--- config.mk ---
export PLATFORM = sky130hd
export DESIGN_NAME = fixed_block_allocator_flat
export DESIGN_NICKNAME = d
export VERILOG_FILES = /design/src/rtl/fba_pkg.sv /design/src/rtl/fba_channels.sv /design/src/rtl/fba_ram.sv /design/src/rtl/fba_regs.sv /design/src/rtl/fba_dp.sv /design/src/rtl/fba_ctrl.sv /design/src/rtl/fixed_block_allocator.sv /design/src/flat_wrapper.sv
export VERILOG_INCLUDE_DIRS = /design/src /design/src/rtl
export SDC_FILE = /design/constraint.sdc
export NUM_CORES = 2
export LEC_CHECK = 0
export ABC_AREA = 0
export BUFFER_PORTS_ARGS = -buffer_cell sky130_fd_sc_hd__buf_2
export CORE_UTILIZATION = 56
export CTS_CLUSTER_DIAMETER = 60
export DETAILED_ROUTE_END_ITERATION = 6
export PLACE_DENSITY = 0.75
export RECOVER_POWER = 50
export SETUP_SLACK_MARGIN = 0.15
export SLEW_MARGIN = 40
export SYNTH_ARGS = -nofsm -noshare
export SYNTH_HDL_FRONTEND = slang
export SYNTH_HIERARCHICAL = 1
export SYNTH_SLANG_ARGS = --single-unit
export TNS_END_PERCENT = 100
--- constraint.sdc ---
create_clock -name clock -period 9.85 [get_ports clock]
set_input_delay 0.4925 -clock clock [delete_from_list [all_inputs] [get_ports clock]]
set_output_delay 0.4925 -clock clock [all_outputs]
set_load 0.02 [all_outputs]
--- src/rtl/assert_macros.svh ---
// Assertion helpers shared by the RTL.
// Define ASSERT_OFF to compile the checks out.
`ifndef ASSERT_MACROS_SVH
`define ASSERT_MACROS_SVH

`ifndef ASSERT_OFF

// Check that prop holds at every rising clock edge outside reset.
`define ASSERT_ALWAYS(label, clk, rst, prop) \
   label: assert property (@(posedge clk) disable iff (rst) (prop)) \
      else $error("assertion failed");

// Check that cond never holds at a rising clock edge outside reset.
`define ASSERT_NEVER(label, clk, rst, cond) \
   label: assert property (@(posedge clk) disable iff (rst) !(cond)) \
      else $error("forbidden condition seen");

`else

`define ASSERT_ALWAYS(label, clk, rst, prop)
`define ASSERT_NEVER(label, clk, rst, cond)

`endif

`endif

--- src/rtl/fba_pkg.sv ---
package fba_pkg;

   // Largest pool the bump counter may hand out before indexes run out.
   localparam int MAX_BLOCKS = 256;

   localparam int IDX_W    = 8;
   localparam int DEPTH    = 1 << IDX_W;
   localparam int CNT_W    = 9;
   localparam int SIZE_W   = 16;
   localparam int ADDR_W   = 32;
   localparam int TOTAL_W  = 32;
   localparam int STATUS_W = 2;
   localparam int PROD_W   = IDX_W + SIZE_W;
   localparam int CSR_AW   = 4;
   localparam int CSR_DW   = 32;
   localparam int REG_IDX_W = 2;

   localparam logic [CNT_W-1:0] USED_MAX = {CNT_W{1'b1}};

   // Operation codes.
   localparam logic FUNC_ALLOC = 1'b0;
   localparam logic FUNC_FREE  = 1'b1;

   // Result status codes.
   localparam logic [STATUS_W-1:0] STATUS_OK        = 2'd0;
   localparam logic [STATUS_W-1:0] STATUS_EXHAUSTED = 2'd1;
   localparam logic [STATUS_W-1:0] STATUS_OVERSIZE  = 2'd2;

   // Register indexes.
   localparam logic [REG_IDX_W-1:0] REG_BLOCK_LIMIT = 2'd0;
   localparam logic [REG_IDX_W-1:0] REG_BLOCK_BYTES = 2'd1;
   localparam logic [REG_IDX_W-1:0] REG_POOL_BASE   = 2'd2;

   localparam logic [CNT_W-1:0]  LIMIT_RESET = 9'd256;
   localparam logic [SIZE_W-1:0] BYTES_RESET = 16'd64;
   localparam logic [ADDR_W-1:0] BASE_RESET  = 32'd0;

   typedef struct packed {
      logic accept;
      logic exec;
   } fba_cmd_type;

   typedef struct packed {
      logic pop_pending;
   } fba_sts_type;

   typedef struct packed {
      logic [CNT_W-1:0]  block_limit;
      logic [SIZE_W-1:0] block_bytes;
      logic [ADDR_W-1:0] pool_base;
   } fba_cfg_type;

   typedef struct packed {
      logic [IDX_W-1:0]    granted_index;
      logic [ADDR_W-1:0]   granted_address;
      logic [STATUS_W-1:0] status;
      logic [CNT_W-1:0]    in_use;
      logic [CNT_W-1:0]    peak_in_use;
      logic [TOTAL_W-1:0]  alloc_total;
      logic [TOTAL_W-1:0]  free_total;
   } fba_rsp_type;

endpackage

--- src/rtl/fba_channels.sv ---
interface fba_req_if
   import fba_pkg::*;
   ();
   logic              valid;
   logic              ready;
   logic              func;
   logic [SIZE_W-1:0] request_size;
   logic [IDX_W-1:0]  block_index;

   modport source (output valid, func, request_size, block_index, input ready);
   modport sink   (input valid, func, request_size, block_index, output ready);
endinterface

interface fba_rsp_if
   import fba_pkg::*;
   ();
   logic                valid;
   logic                ready;
   logic [IDX_W-1:0]    granted_index;
   logic [ADDR_W-1:0]   granted_address;
   logic [STATUS_W-1:0] status;
   logic [CNT_W-1:0]    in_use;
   logic [CNT_W-1:0]    peak_in_use;
   logic [TOTAL_W-1:0]  alloc_total;
   logic [TOTAL_W-1:0]  free_total;

   modport source (output valid, granted_index, granted_address, status, in_use,
                   peak_in_use, alloc_total, free_total, input ready);
   modport sink   (input valid, granted_index, granted_address, status, in_use,
                   peak_in_use, alloc_total, free_total, output ready);
endinterface

--- src/rtl/fba_ram.sv ---
module fba_ram #(
   parameter int WIDTH = 8,
   parameter int DEPTH = 256
) (
   input  logic                     clock,
   input  logic                     wr_en,
   input  logic [$clog2(DEPTH)-1:0] wr_addr,
   input  logic [WIDTH-1:0]         wr_data,
   input  logic                     rd_en,
   input  logic [$clog2(DEPTH)-1:0] rd_addr,
   output logic [WIDTH-1:0]         rd_data
);

   logic [WIDTH-1:0] mem [DEPTH];
   logic [WIDTH-1:0] rd_data_ff;

   always_ff @(posedge clock) begin
      if (wr_en) begin
         mem[wr_addr] <= wr_data;
      end
      if (rd_en) begin
         rd_data_ff <= mem[rd_addr];
      end
   end

   assign rd_data = rd_data_ff;

endmodule

--- src/rtl/fba_regs.sv ---
module fba_regs
   import fba_pkg::*;
(
   input  logic              clock,
   input  logic              reset,
   input  logic              csr_psel,
   input  logic              csr_penable,
   input  logic              csr_pwrite,
   input  logic [CSR_AW-1:0] csr_paddr,
   input  logic [CSR_DW-1:0] csr_pwdata,
   output logic [CSR_DW-1:0] csr_prdata,
   output logic              csr_pready,
   output fba_cfg_type       cfg
);

   fba_cfg_type           cfg_ff, cfg_in;
   logic                  wr_en;
   logic [REG_IDX_W-1:0]  reg_idx;

   assign reg_idx    = csr_paddr[CSR_AW-1:2];
   assign wr_en      = csr_psel & csr_penable & csr_pwrite;
   assign csr_pready = 1'b1;

   always_comb begin
      cfg_in = cfg_ff;
      if (wr_en) begin
         case (reg_idx)
            REG_BLOCK_LIMIT: cfg_in.block_limit = csr_pwdata[CNT_W-1:0];
            REG_BLOCK_BYTES: cfg_in.block_bytes = csr_pwdata[SIZE_W-1:0];
            REG_POOL_BASE:   cfg_in.pool_base   = csr_pwdata[ADDR_W-1:0];
            default:         cfg_in = cfg_ff;
         endcase
      end
   end

   always_comb begin
      case (reg_idx)
         REG_BLOCK_LIMIT: csr_prdata = {{(CSR_DW-CNT_W){1'b0}}, cfg_ff.block_limit};
         REG_BLOCK_BYTES: csr_prdata = {{(CSR_DW-SIZE_W){1'b0}}, cfg_ff.block_bytes};
         REG_POOL_BASE:   csr_prdata = cfg_ff.pool_base;
         default:         csr_prdata = '0;
      endcase
   end

   always_ff @(posedge clock) begin
      if (reset) begin
         cfg_ff.block_limit <= LIMIT_RESET;
         cfg_ff.block_bytes <= BYTES_RESET;
         cfg_ff.pool_base   <= BASE_RESET;
      end else begin
         cfg_ff <= cfg_in;
      end
   end

   assign cfg = cfg_ff;

endmodule

--- src/rtl/fba_dp.sv ---
module fba_dp
   import fba_pkg::*;
#(
   parameter int POOL_BLOCKS = MAX_BLOCKS
) (
   input  logic              clock,
   input  logic              reset,
   input  fba_cmd_type       cmd,
   input  logic              func,
   input  logic [SIZE_W-1:0] request_size,
   input  logic [IDX_W-1:0]  block_index,
   input  fba_cfg_type       cfg,
   output fba_sts_type       sts,
   output fba_rsp_type       rsp
);

   // Bump bound never exceeds the pool or the index space.
   localparam int CAP_INT = (POOL_BLOCKS < DEPTH) ? POOL_BLOCKS : DEPTH;
   localparam logic [CNT_W-1:0] BUMP_CAP = CNT_W'(CAP_INT);

   // Free-list state.
   logic [IDX_W-1:0]   head_ff, head_in;
   logic               nonempty_ff, nonempty_in;
   logic [CNT_W-1:0]   bump_ff, bump_in;
   logic [TOTAL_W-1:0] alloc_ff, alloc_in;
   logic [TOTAL_W-1:0] free_ff, free_in;
   logic [CNT_W-1:0]   used_ff, used_in;
   logic [CNT_W-1:0]   peak_ff, peak_in;
   logic               pop_ff, pop_in;

   // Per-item values carried into the execute cycle.
   logic [IDX_W-1:0]    idx_ff;
   logic [PROD_W-1:0]   prod_ff;
   logic                got_ff;
   logic [STATUS_W-1:0] status_ff;

   fba_rsp_type rsp_ff;

   logic                is_alloc, oversize, bump_ok, take_list, take_bump, got;
   logic [CNT_W-1:0]    bound;
   logic [IDX_W-1:0]    sel_idx;
   logic [PROD_W-1:0]   prod_in;
   logic [STATUS_W-1:0] status_in;
   logic [IDX_W:0]      link_rd;

   assign is_alloc  = (func == FUNC_ALLOC);
   assign oversize  = request_size > cfg.block_bytes;
   assign bound     = (cfg.block_limit < BUMP_CAP) ? cfg.block_limit : BUMP_CAP;
   assign bump_ok   = bump_ff < bound;
   assign take_list = is_alloc & ~oversize & nonempty_ff;
   assign take_bump = is_alloc & ~oversize & ~nonempty_ff & bump_ok;
   assign got       = take_list | take_bump;
   assign sel_idx   = take_list ? head_ff : bump_ff[IDX_W-1:0];
   assign prod_in   = {{SIZE_W{1'b0}}, sel_idx} * {{IDX_W{1'b0}}, cfg.block_bytes};

   always_comb begin
      if (!is_alloc || got) begin
         status_in = STATUS_OK;
      end else if (oversize) begin
         status_in = STATUS_OVERSIZE;
      end else begin
         status_in = STATUS_EXHAUSTED;
      end
   end

   // Link entry: {list continues past this entry, next index}.
   fba_ram #(
      .WIDTH (IDX_W + 1),
      .DEPTH (DEPTH)
   ) u_link_ram (
      .clock   (clock),
      .wr_en   (cmd.accept & ~is_alloc),
      .wr_addr (block_index),
      .wr_data ({nonempty_ff, head_ff}),
      .rd_en   (cmd.accept & take_list),
      .rd_addr (head_ff),
      .rd_data (link_rd)
   );

   always_comb begin
      head_in     = head_ff;
      nonempty_in = nonempty_ff;
      bump_in     = bump_ff;
      alloc_in    = alloc_ff;
      free_in     = free_ff;
      used_in     = used_ff;
      peak_in     = peak_ff;
      pop_in      = pop_ff;
      if (cmd.accept) begin
         pop_in = take_list;
         if (is_alloc) begin
            if (take_bump) begin
               bump_in = bump_ff + 1'b1;
            end
            if (got) begin
               alloc_in = alloc_ff + 1'b1;
               if (used_ff != USED_MAX) begin
                  used_in = used_ff + 1'b1;
               end
               if (used_in > peak_ff) begin
                  peak_in = used_in;
               end
            end
         end else begin
            head_in     = block_index;
            nonempty_in = 1'b1;
            free_in     = free_ff + 1'b1;
            if (used_ff != '0) begin
               used_in = used_ff - 1'b1;
            end
         end
      end else if (cmd.exec && pop_ff) begin
         // Follow the link read at the accept edge.
         head_in     = link_rd[IDX_W-1:0];
         nonempty_in = link_rd[IDX_W];
         pop_in      = 1'b0;
      end
   end

   always_ff @(posedge clock) begin
      if (reset) begin
         head_ff     <= '0;
         nonempty_ff <= 1'b0;
         bump_ff     <= '0;
         alloc_ff    <= '0;
         free_ff     <= '0;
         used_ff     <= '0;
         peak_ff     <= '0;
         pop_ff      <= 1'b0;
      end else begin
         head_ff     <= head_in;
         nonempty_ff <= nonempty_in;
         bump_ff     <= bump_in;
         alloc_ff    <= alloc_in;
         free_ff     <= free_in;
         used_ff     <= used_in;
         peak_ff     <= peak_in;
         pop_ff      <= pop_in;
      end
   end

   always_ff @(posedge clock) begin
      if (cmd.accept) begin
         idx_ff    <= got ? sel_idx : '0;
         prod_ff   <= prod_in;
         got_ff    <= got;
         status_ff <= status_in;
      end
      if (cmd.exec) begin
         rsp_ff.granted_index   <= idx_ff;
         rsp_ff.granted_address <= got_ff ?
            (cfg.pool_base + {{(ADDR_W-PROD_W){1'b0}}, prod_ff}) : '0;
         rsp_ff.status          <= status_ff;
         rsp_ff.in_use          <= used_ff;
         rsp_ff.peak_in_use     <= peak_ff;
         rsp_ff.alloc_total     <= alloc_ff;
         rsp_ff.free_total      <= free_ff;
      end
   end

   assign sts.pop_pending = pop_ff;
   assign rsp             = rsp_ff;

endmodule

--- src/rtl/fba_ctrl.sv ---
`include "assert_macros.svh"

module fba_ctrl
   import fba_pkg::*;
(
   input  logic        clock,
   input  logic        reset,
   input  logic        req_valid,
   output logic        req_ready,
   output logic        rsp_valid,
   input  logic        rsp_ready,
   input  fba_sts_type sts,
   output fba_cmd_type cmd
);

   localparam logic ST_IDLE = 1'b0;
   localparam logic ST_EXEC = 1'b1;

   logic state_ff, state_in;
   logic rsp_valid_ff, rsp_valid_in;

   // Take a new transaction only when the result register is free or draining now.
   assign req_ready  = (state_ff == ST_IDLE) & (~rsp_valid_ff | rsp_ready);
   assign cmd.accept = req_valid & req_ready;
   assign cmd.exec   = (state_ff == ST_EXEC);

   always_comb begin
      case (state_ff)
         ST_IDLE: state_in = cmd.accept ? ST_EXEC : ST_IDLE;
         ST_EXEC: state_in = ST_IDLE;
         default: state_in = ST_IDLE;
      endcase
   end

   always_comb begin
      if (cmd.exec) begin
         rsp_valid_in = 1'b1;
      end else if (rsp_ready) begin
         rsp_valid_in = 1'b0;
      end else begin
         rsp_valid_in = rsp_valid_ff;
      end
   end

   always_ff @(posedge clock) begin
      if (reset) begin
         state_ff     <= ST_IDLE;
         rsp_valid_ff <= 1'b0;
      end else begin
         state_ff     <= state_in;
         rsp_valid_ff <= rsp_valid_in;
      end
   end

   assign rsp_valid = rsp_valid_ff;

   `ASSERT_ALWAYS(a_accept_then_exec, clock, reset, cmd.accept |=> cmd.exec)
   `ASSERT_ALWAYS(a_exec_gives_result, clock, reset, cmd.exec |=> rsp_valid_ff)
   `ASSERT_ALWAYS(a_exec_single_cycle, clock, reset, cmd.exec |=> !cmd.exec)
   `ASSERT_NEVER(a_pop_outside_exec, clock, reset, sts.pop_pending && !cmd.exec)

endmodule

--- src/rtl/fixed_block_allocator.sv ---
// Fixed-size block pool allocator with a LIFO free list.
//
// req_ch carries one transaction per operation: func selects allocate or free,
// request_size is checked against block_bytes on allocate, block_index names
// the block returned on free. rsp_ch returns exactly one transaction per
// request: granted index and byte address (pool_base + index * block_bytes),
// a status code and the usage counters after the operation.
// The csr_ port is APB-style: block_limit at 0x0, block_bytes at 0x4 and
// pool_base at 0x8; write it only while no request is in flight.
//
// An accepted request moves to the execute state, where the result register is
// loaded; the result is then presented until taken. No new request is taken
// while one is executing. The free-list link memory has a registered read, so a
// pop updates the list head from that read in the execute state.
// A stalled rsp_ch holds the result in its output register and blocks the
// next request until that result is taken.
// Reset clears the list head, the bump counter and all counters and loads the
// register defaults; the link memory needs no clearing pass because a pop only
// ever reads entries written by an earlier free.
module fixed_block_allocator
   import fba_pkg::*;
#(
   parameter int POOL_BLOCKS = MAX_BLOCKS
) (
   input  logic              clock,
   input  logic              reset,
   fba_req_if.sink           req_ch,
   fba_rsp_if.source         rsp_ch,
   input  logic              csr_psel,
   input  logic              csr_penable,
   input  logic              csr_pwrite,
   input  logic [CSR_AW-1:0] csr_paddr,
   input  logic [CSR_DW-1:0] csr_pwdata,
   output logic [CSR_DW-1:0] csr_prdata,
   output logic              csr_pready
);

   fba_cfg_type cfg;
   fba_cmd_type cmd;
   fba_sts_type sts;
   fba_rsp_type rsp;

   // Configuration registers.
   fba_regs u_regs (
      .clock       (clock),
      .reset       (reset),
      .csr_psel    (csr_psel),
      .csr_penable (csr_penable),
      .csr_pwrite  (csr_pwrite),
      .csr_paddr   (csr_paddr),
      .csr_pwdata  (csr_pwdata),
      .csr_prdata  (csr_prdata),
      .csr_pready  (csr_pready),
      .cfg         (cfg)
   );

   // Handshake sequencing: accept, execute, hold the result until taken.
   fba_ctrl u_ctrl (
      .clock     (clock),
      .reset     (reset),
      .req_valid (req_ch.valid),
      .req_ready (req_ch.ready),
      .rsp_valid (rsp_ch.valid),
      .rsp_ready (rsp_ch.ready),
      .sts       (sts),
      .cmd       (cmd)
   );

   // Free list, bump counter, usage counters and the result register.
   fba_dp #(
      .POOL_BLOCKS (POOL_BLOCKS)
   ) u_dp (
      .clock        (clock),
      .reset        (reset),
      .cmd          (cmd),
      .func         (req_ch.func),
      .request_size (req_ch.request_size),
      .block_index  (req_ch.block_index),
      .cfg          (cfg),
      .sts          (sts),
      .rsp          (rsp)
   );

   // Drive the result channel payload from the result register.
   assign rsp_ch.granted_index   = rsp.granted_index;
   assign rsp_ch.granted_address = rsp.granted_address;
   assign rsp_ch.status          = rsp.status;
   assign rsp_ch.in_use          = rsp.in_use;
   assign rsp_ch.peak_in_use     = rsp.peak_in_use;
   assign rsp_ch.alloc_total     = rsp.alloc_total;
   assign rsp_ch.free_total      = rsp.free_total;

endmodule
--- src/flat_wrapper.sv ---
// flat-port wrapper written by rule: the top's interface ports become plain ports
module fixed_block_allocator_flat import fba_pkg::*;
#(
   parameter int POOL_BLOCKS = MAX_BLOCKS
)
  (clock, reset, csr_psel, csr_penable, csr_pwrite, csr_paddr, csr_pwdata, csr_prdata, csr_pready, req_ch_valid, req_ch_func, req_ch_request_size, req_ch_block_index, req_ch_ready, rsp_ch_valid, rsp_ch_granted_index, rsp_ch_granted_address, rsp_ch_status, rsp_ch_in_use, rsp_ch_peak_in_use, rsp_ch_alloc_total, rsp_ch_free_total, rsp_ch_ready);
  fba_req_if req_ch_i ();
  fba_rsp_if rsp_ch_i ();
  input  logic clock;
  input  logic reset;
  input  logic csr_psel;
  input  logic csr_penable;
  input  logic csr_pwrite;
  input  logic [CSR_AW-1:0] csr_paddr;
  input  logic [CSR_DW-1:0] csr_pwdata;
  output logic [CSR_DW-1:0] csr_prdata;
  output logic csr_pready;
  input wire logic [$bits(req_ch_i.valid)-1:0] req_ch_valid;
  input wire logic [$bits(req_ch_i.func)-1:0] req_ch_func;
  input wire logic [$bits(req_ch_i.request_size)-1:0] req_ch_request_size;
  input wire logic [$bits(req_ch_i.block_index)-1:0] req_ch_block_index;
  output wire logic [$bits(req_ch_i.ready)-1:0] req_ch_ready;
  output wire logic [$bits(rsp_ch_i.valid)-1:0] rsp_ch_valid;
  output wire logic [$bits(rsp_ch_i.granted_index)-1:0] rsp_ch_granted_index;
  output wire logic [$bits(rsp_ch_i.granted_address)-1:0] rsp_ch_granted_address;
  output wire logic [$bits(rsp_ch_i.status)-1:0] rsp_ch_status;
  output wire logic [$bits(rsp_ch_i.in_use)-1:0] rsp_ch_in_use;
  output wire logic [$bits(rsp_ch_i.peak_in_use)-1:0] rsp_ch_peak_in_use;
  output wire logic [$bits(rsp_ch_i.alloc_total)-1:0] rsp_ch_alloc_total;
  output wire logic [$bits(rsp_ch_i.free_total)-1:0] rsp_ch_free_total;
  input wire logic [$bits(rsp_ch_i.ready)-1:0] rsp_ch_ready;
  assign req_ch_i.valid = req_ch_valid;
  assign req_ch_i.func = req_ch_func;
  assign req_ch_i.request_size = req_ch_request_size;
  assign req_ch_i.block_index = req_ch_block_index;
  assign req_ch_ready = req_ch_i.ready;
  assign rsp_ch_valid = rsp_ch_i.valid;
  assign rsp_ch_granted_index = rsp_ch_i.granted_index;
  assign rsp_ch_granted_address = rsp_ch_i.granted_address;
  assign rsp_ch_status = rsp_ch_i.status;
  assign rsp_ch_in_use = rsp_ch_i.in_use;
  assign rsp_ch_peak_in_use = rsp_ch_i.peak_in_use;
  assign rsp_ch_alloc_total = rsp_ch_i.alloc_total;
  assign rsp_ch_free_total = rsp_ch_i.free_total;
  assign rsp_ch_i.ready = rsp_ch_ready;
  fixed_block_allocator #(.POOL_BLOCKS(POOL_BLOCKS)) u_core (.clock(clock), .reset(reset), .req_ch(req_ch_i), .rsp_ch(rsp_ch_i), .csr_psel(csr_psel), .csr_penable(csr_penable), .csr_pwrite(csr_pwrite), .csr_paddr(csr_paddr), .csr_pwdata(csr_pwdata), .csr_prdata(csr_prdata), .csr_pready(csr_pready));
endmodule
==> results.yml <==
route:
  ant_nets: 0
  wire_per_inst_um: 28.1
  drt_wl_total_um: 256000
  drt-initial-drc-count: 7195
  num_vias: 58800
  drc: 0
  drt-pass1-iter-count: 6
  viasPerCell: 6.44
yosys:
  synthCells: 6089
  ys_seq_area_share_pct: 71.6
  ys_types: 92
  synthesis.nets: 6349
  synth_flop_cell: "edfxtp_1"
  syn_area_per_cell_um2: 17.8
  ys_ff_latch: 2632
  ys_warn_count: 6
  synth_edf_count: 2472
  async_flop_share_pct: 0
  syn-cell-area_um2: 108000
clocking:
  h-tree-depth: 5
  cts_buffer_depth: 4
  cts_tree: "done"
  clk_pin_slew_worst_paths_ns: 0.06
  clockRootBuffer: "clkbuf_16"
  cts.sinks: 2632
  insertion_delay_ns: 0.91
  cts_resized: 0
  cts_buffers: 279
  postCtsSetupRepairBufs: 0
floorplan:
  rows: 160
  core-area_um2: 191000
  pin_count: 227
  die_w_um: 441
  die_h_um: 441
  initial_utilization_pct: 56.6
  die-area_um2: 195000
placed_design:
  routabilityCongestion: 0.907
  port-buffer-count: 223
  placed_cells_incl_taps: 8606
  post_dp_cell_area_um2: 112000
  dp_hpwl_um: 156000
critical_path:
  crit_top_cell: "clkbuf_1"
  crit_path_start_kind: "register"
  path_depth: 7
  startpoint: "u_core/u_dp/head_ff[3]"
  cpPeakStageDelay_ns: 2.60
  path_delay_family: "buffers and inverters"
  required_ns: 10.44
  reg2reg_depth: 7
  worstSetupEndpoint: "u_core/u_dp/u_link_ram/rd_data[5]"
  r2r_start: "u_core/u_dp/head_ff[3]"
  cp.arrival_ns: 9.32
  endpoint_kind: "register"
  crit_buf_inv: 2
  critPathSlowestCell: "clkbuf_1"
  r2r_setup_slack_ns: 1.12
  critical_path_class: "register to register"
  crit_path_max_fanout: 68
  r2r_end: "u_core/u_dp/u_link_ram/rd_data[5]"
  path_cells: "clkbuf_1, clkbuf_1, nand2_1, o22ai_1, o21ai_0, a211oi_1, nor4_1"
final_layout:
  drive_gt1_share_pct: 19.8
  nNetsFinal: 6676
  fillers: 12800
  final-instance-count-excl-fill: 9126
  final_area_um2: 121000
  ff_latch_area_um2: 77400
  synthToLayoutAreaGrowth_pct: 11.9
  multi_input_area_um2: 29000
status:
  violations: "max-capacitance violations, max-slew violations"
  status: "complete, but fails checks"
sta:
  finClkSkew_ns: 0.0590
  timing.hold.ws_ns: 0.0823
  worstMarginPinSlew_ns: 5.47
  setup_viol_count_final: 0
  rsz0062_at_grt: "false"
  drv_slew: 2913
  maxSlewHeadroom_pct: -265
  fmax_mhz: 115
  finalHoldViolCount: 0
  timing.setup.tns_ns: 0
  fin_crit_sh_pct: 88.6
  fin_crit_ns: 8.73
worst_hold_path:
  hp-class: "input pin to register"
global_routing:
  grt_pass1_vias: 58200
  grt.overflow.total: 0
  grt_pass1_wl_um: 376000
  antenna_found_initial: 12
  grt_usage_pct: 26.2
  grt_max_degree: 132
power:
  vdd_drop_max_mv: 0.218
  power_mw: 23.9
  powerDensity_nw_per_um2: 198
  p_leak_nw: 39.6
job:
  maxCapViolCount: 51
==> area by class of cell <==
| cell class | count | share of cell area, % |
|---|---|---|
| inverter | 155 | 0.485 |
| antenna | 8 | 0.0166 |
| timing repair buffer | 372 | 1.76 |
| sequential | 2632 | 64.0 |
| multi-input combinational | 2976 | 24.0 |
| tap | 2511 | 2.60 |
| clock inverter | 116 | 0.959 |
| clock buffer | 356 | 6.18 |
==> worst min path at each step <==
stage,slack (ns),depth (start not counted),endpoint,start
6_report,0.08,3,u_core/u_dp/head_ff[6],req_ch_block_index[6]
2_1_floorplan,0.40,0,u_core/u_dp/rsp[116],u_core/u_dp/idx_ff[0]
5_1_grt,0.07,3,u_core/u_regs/cfg[47],csr_pwrite
3_5_place_dp,0.40,0,u_core/u_dp/rsp[116],u_core/u_dp/idx_ff[0]
4_1_cts,0.009,3,u_core/u_dp/head_ff[6],req_ch_block_index[6]
3_3_place_gp,0.41,0,u_core/u_dp/rsp[83],u_core/u_dp/status_ff[1]
==> registers in the layout, indices dropped and copies added (netlist names), 9 cells and up <==
register / count
u_core/u_dp/u_link_ram/rd_data: 9
u_core/u_dp/bump_ff: 9
u_core/u_dp/free_ff: 32
u_core/u_dp/alloc_ff: 32
u_core/u_dp/peak_ff: 9
u_core/u_dp/used_ff: 9
u_core/u_dp/u_link_ram/mem: 2304
u_core/u_dp/prod_ff: 24
u_core/u_regs/cfg: 57
u_core/u_dp/rsp: 124
==> per-stage QoR <==
step	util [%]	setup WS, ns
2_1_floorplan	-	0.175
3_3_place_gp	58.3	1.74
3_5_place_dp	58.6	1.55
4_1_cts	63.3	1.54
5_1_grt	63.3	0.567
6_report	63.3	1.12
==> report_power, final <==
part	internal [mW]	switching, mW
sequential	12.4	0.0715
combinational	0.512	0.980
clock	5.90	4.10
==> cell families (layout without fill, tap and decap cells) <==
| logic type | Yosys count | count (layout) | share of synthesized area, % |
|---|---|---|---|
| DFF | 2632 | 2632 | 71.6 |
| other | 1 | 9 | 0.00347 |
| buffers and inverters | 481 | 999 | 2.28 |
| and+or+nand+nor | 1183 | 1183 | 5.28 |
| adders and majority gates | 192 | 192 | 2.81 |
| AOI/OAI and AO/OA | 744 | 744 | 4.60 |
| xor gates and xnor gates | 99 | 99 | 0.802 |
| muxes | 757 | 757 | 12.6 |
==> synth_stat cells, types with 15 or more instances <==
master,n,area [um2]
a211oi_1,42,315
a21o_1,20,150
a21oi_1,178,891
a22o_1,15,131
a22oi_1,176,1320
a31oi_1,16,100
and2_1,26,163
and3_1,18,113
buf_1,15,56.3
buf_2,58,290
buf_4,34,255
buf_6,29,327
clkbuf_1,171,642
dfxtp_1,160,3200
edfxtp_1,2472,74200
fa_1,85,1700
ha_1,107,1340
inv_1,138,518
mux2_2,21,236
mux2i_1,260,2600
mux4_2,467,10500
nand2_1,126,473
nand2b_1,121,757
nand3_1,80,400
nand4_1,36,225
nor2_1,551,2070
nor2b_1,50,313
nor3_1,52,260
nor4_1,39,244
o21ai_0,81,405
o21ai_1,16,80.1
o221ai_1,35,307
o22ai_1,68,425
or3_1,25,156
xnor2_1,56,490
xor2_1,43,377
==> layer usage <==
metal / routed length, um / GRT usage, %
met2: 123000 / 41.4
met3: 27700 / 6.54
met1: 97100 / 35.6
met5: 51 / 0
met4: 9060 / 9.53
==> worst reg2reg max path, stage by stage (launching register included) <==
cell	delay (ns)
dfxtp_1	1.69
clkbuf_1	2.64
clkbuf_1	2.07
nand2_1	0.67
o22ai_1	0.45
o21ai_0	0.17
a211oi_1	0.56
nor4_1	0.16
==> cell usage in the layout, fill, tap and decap left out, types with 36 or more instances in the layout <==
cell           netlist  routed
nand2_1            126     118
xnor2_1             56      56
o22ai_1             68      68
nor2_2               0     234
mux2i_1            260     260
a211oi_1            42      41
dfxtp_1            160     160
nor2_1             551     315
clkbuf_1           171     247
buf_2               58      89
nor3_1              52      52
fa_1                85      85
nand2b_1           121     117
buf_4               34      51
o21ai_0             81      89
inv_1              138     138
clkbuf_16            0     286
edfxtp_1          2472    2472
a22oi_1            176     176
ha_1               107     107
a21oi_1            178     178
nand4_1             36      36
clkinv_1            14      59
nor2b_1             50      46
mux4_2             467     467
xor2_1              43      43
nand3_1             80      70
dlygate4sd3_1        0      36
==> repair_timing <==
| action | 4_1_cts | 5_1_grt |
|---|---|---|
| hold buffers | 36 | 0 |
| endpoints found under the setup margin | 0 | 0 |
| endpoints found under the hold margin | 58 | 0 |
Power figures use the tool's default switching activity.
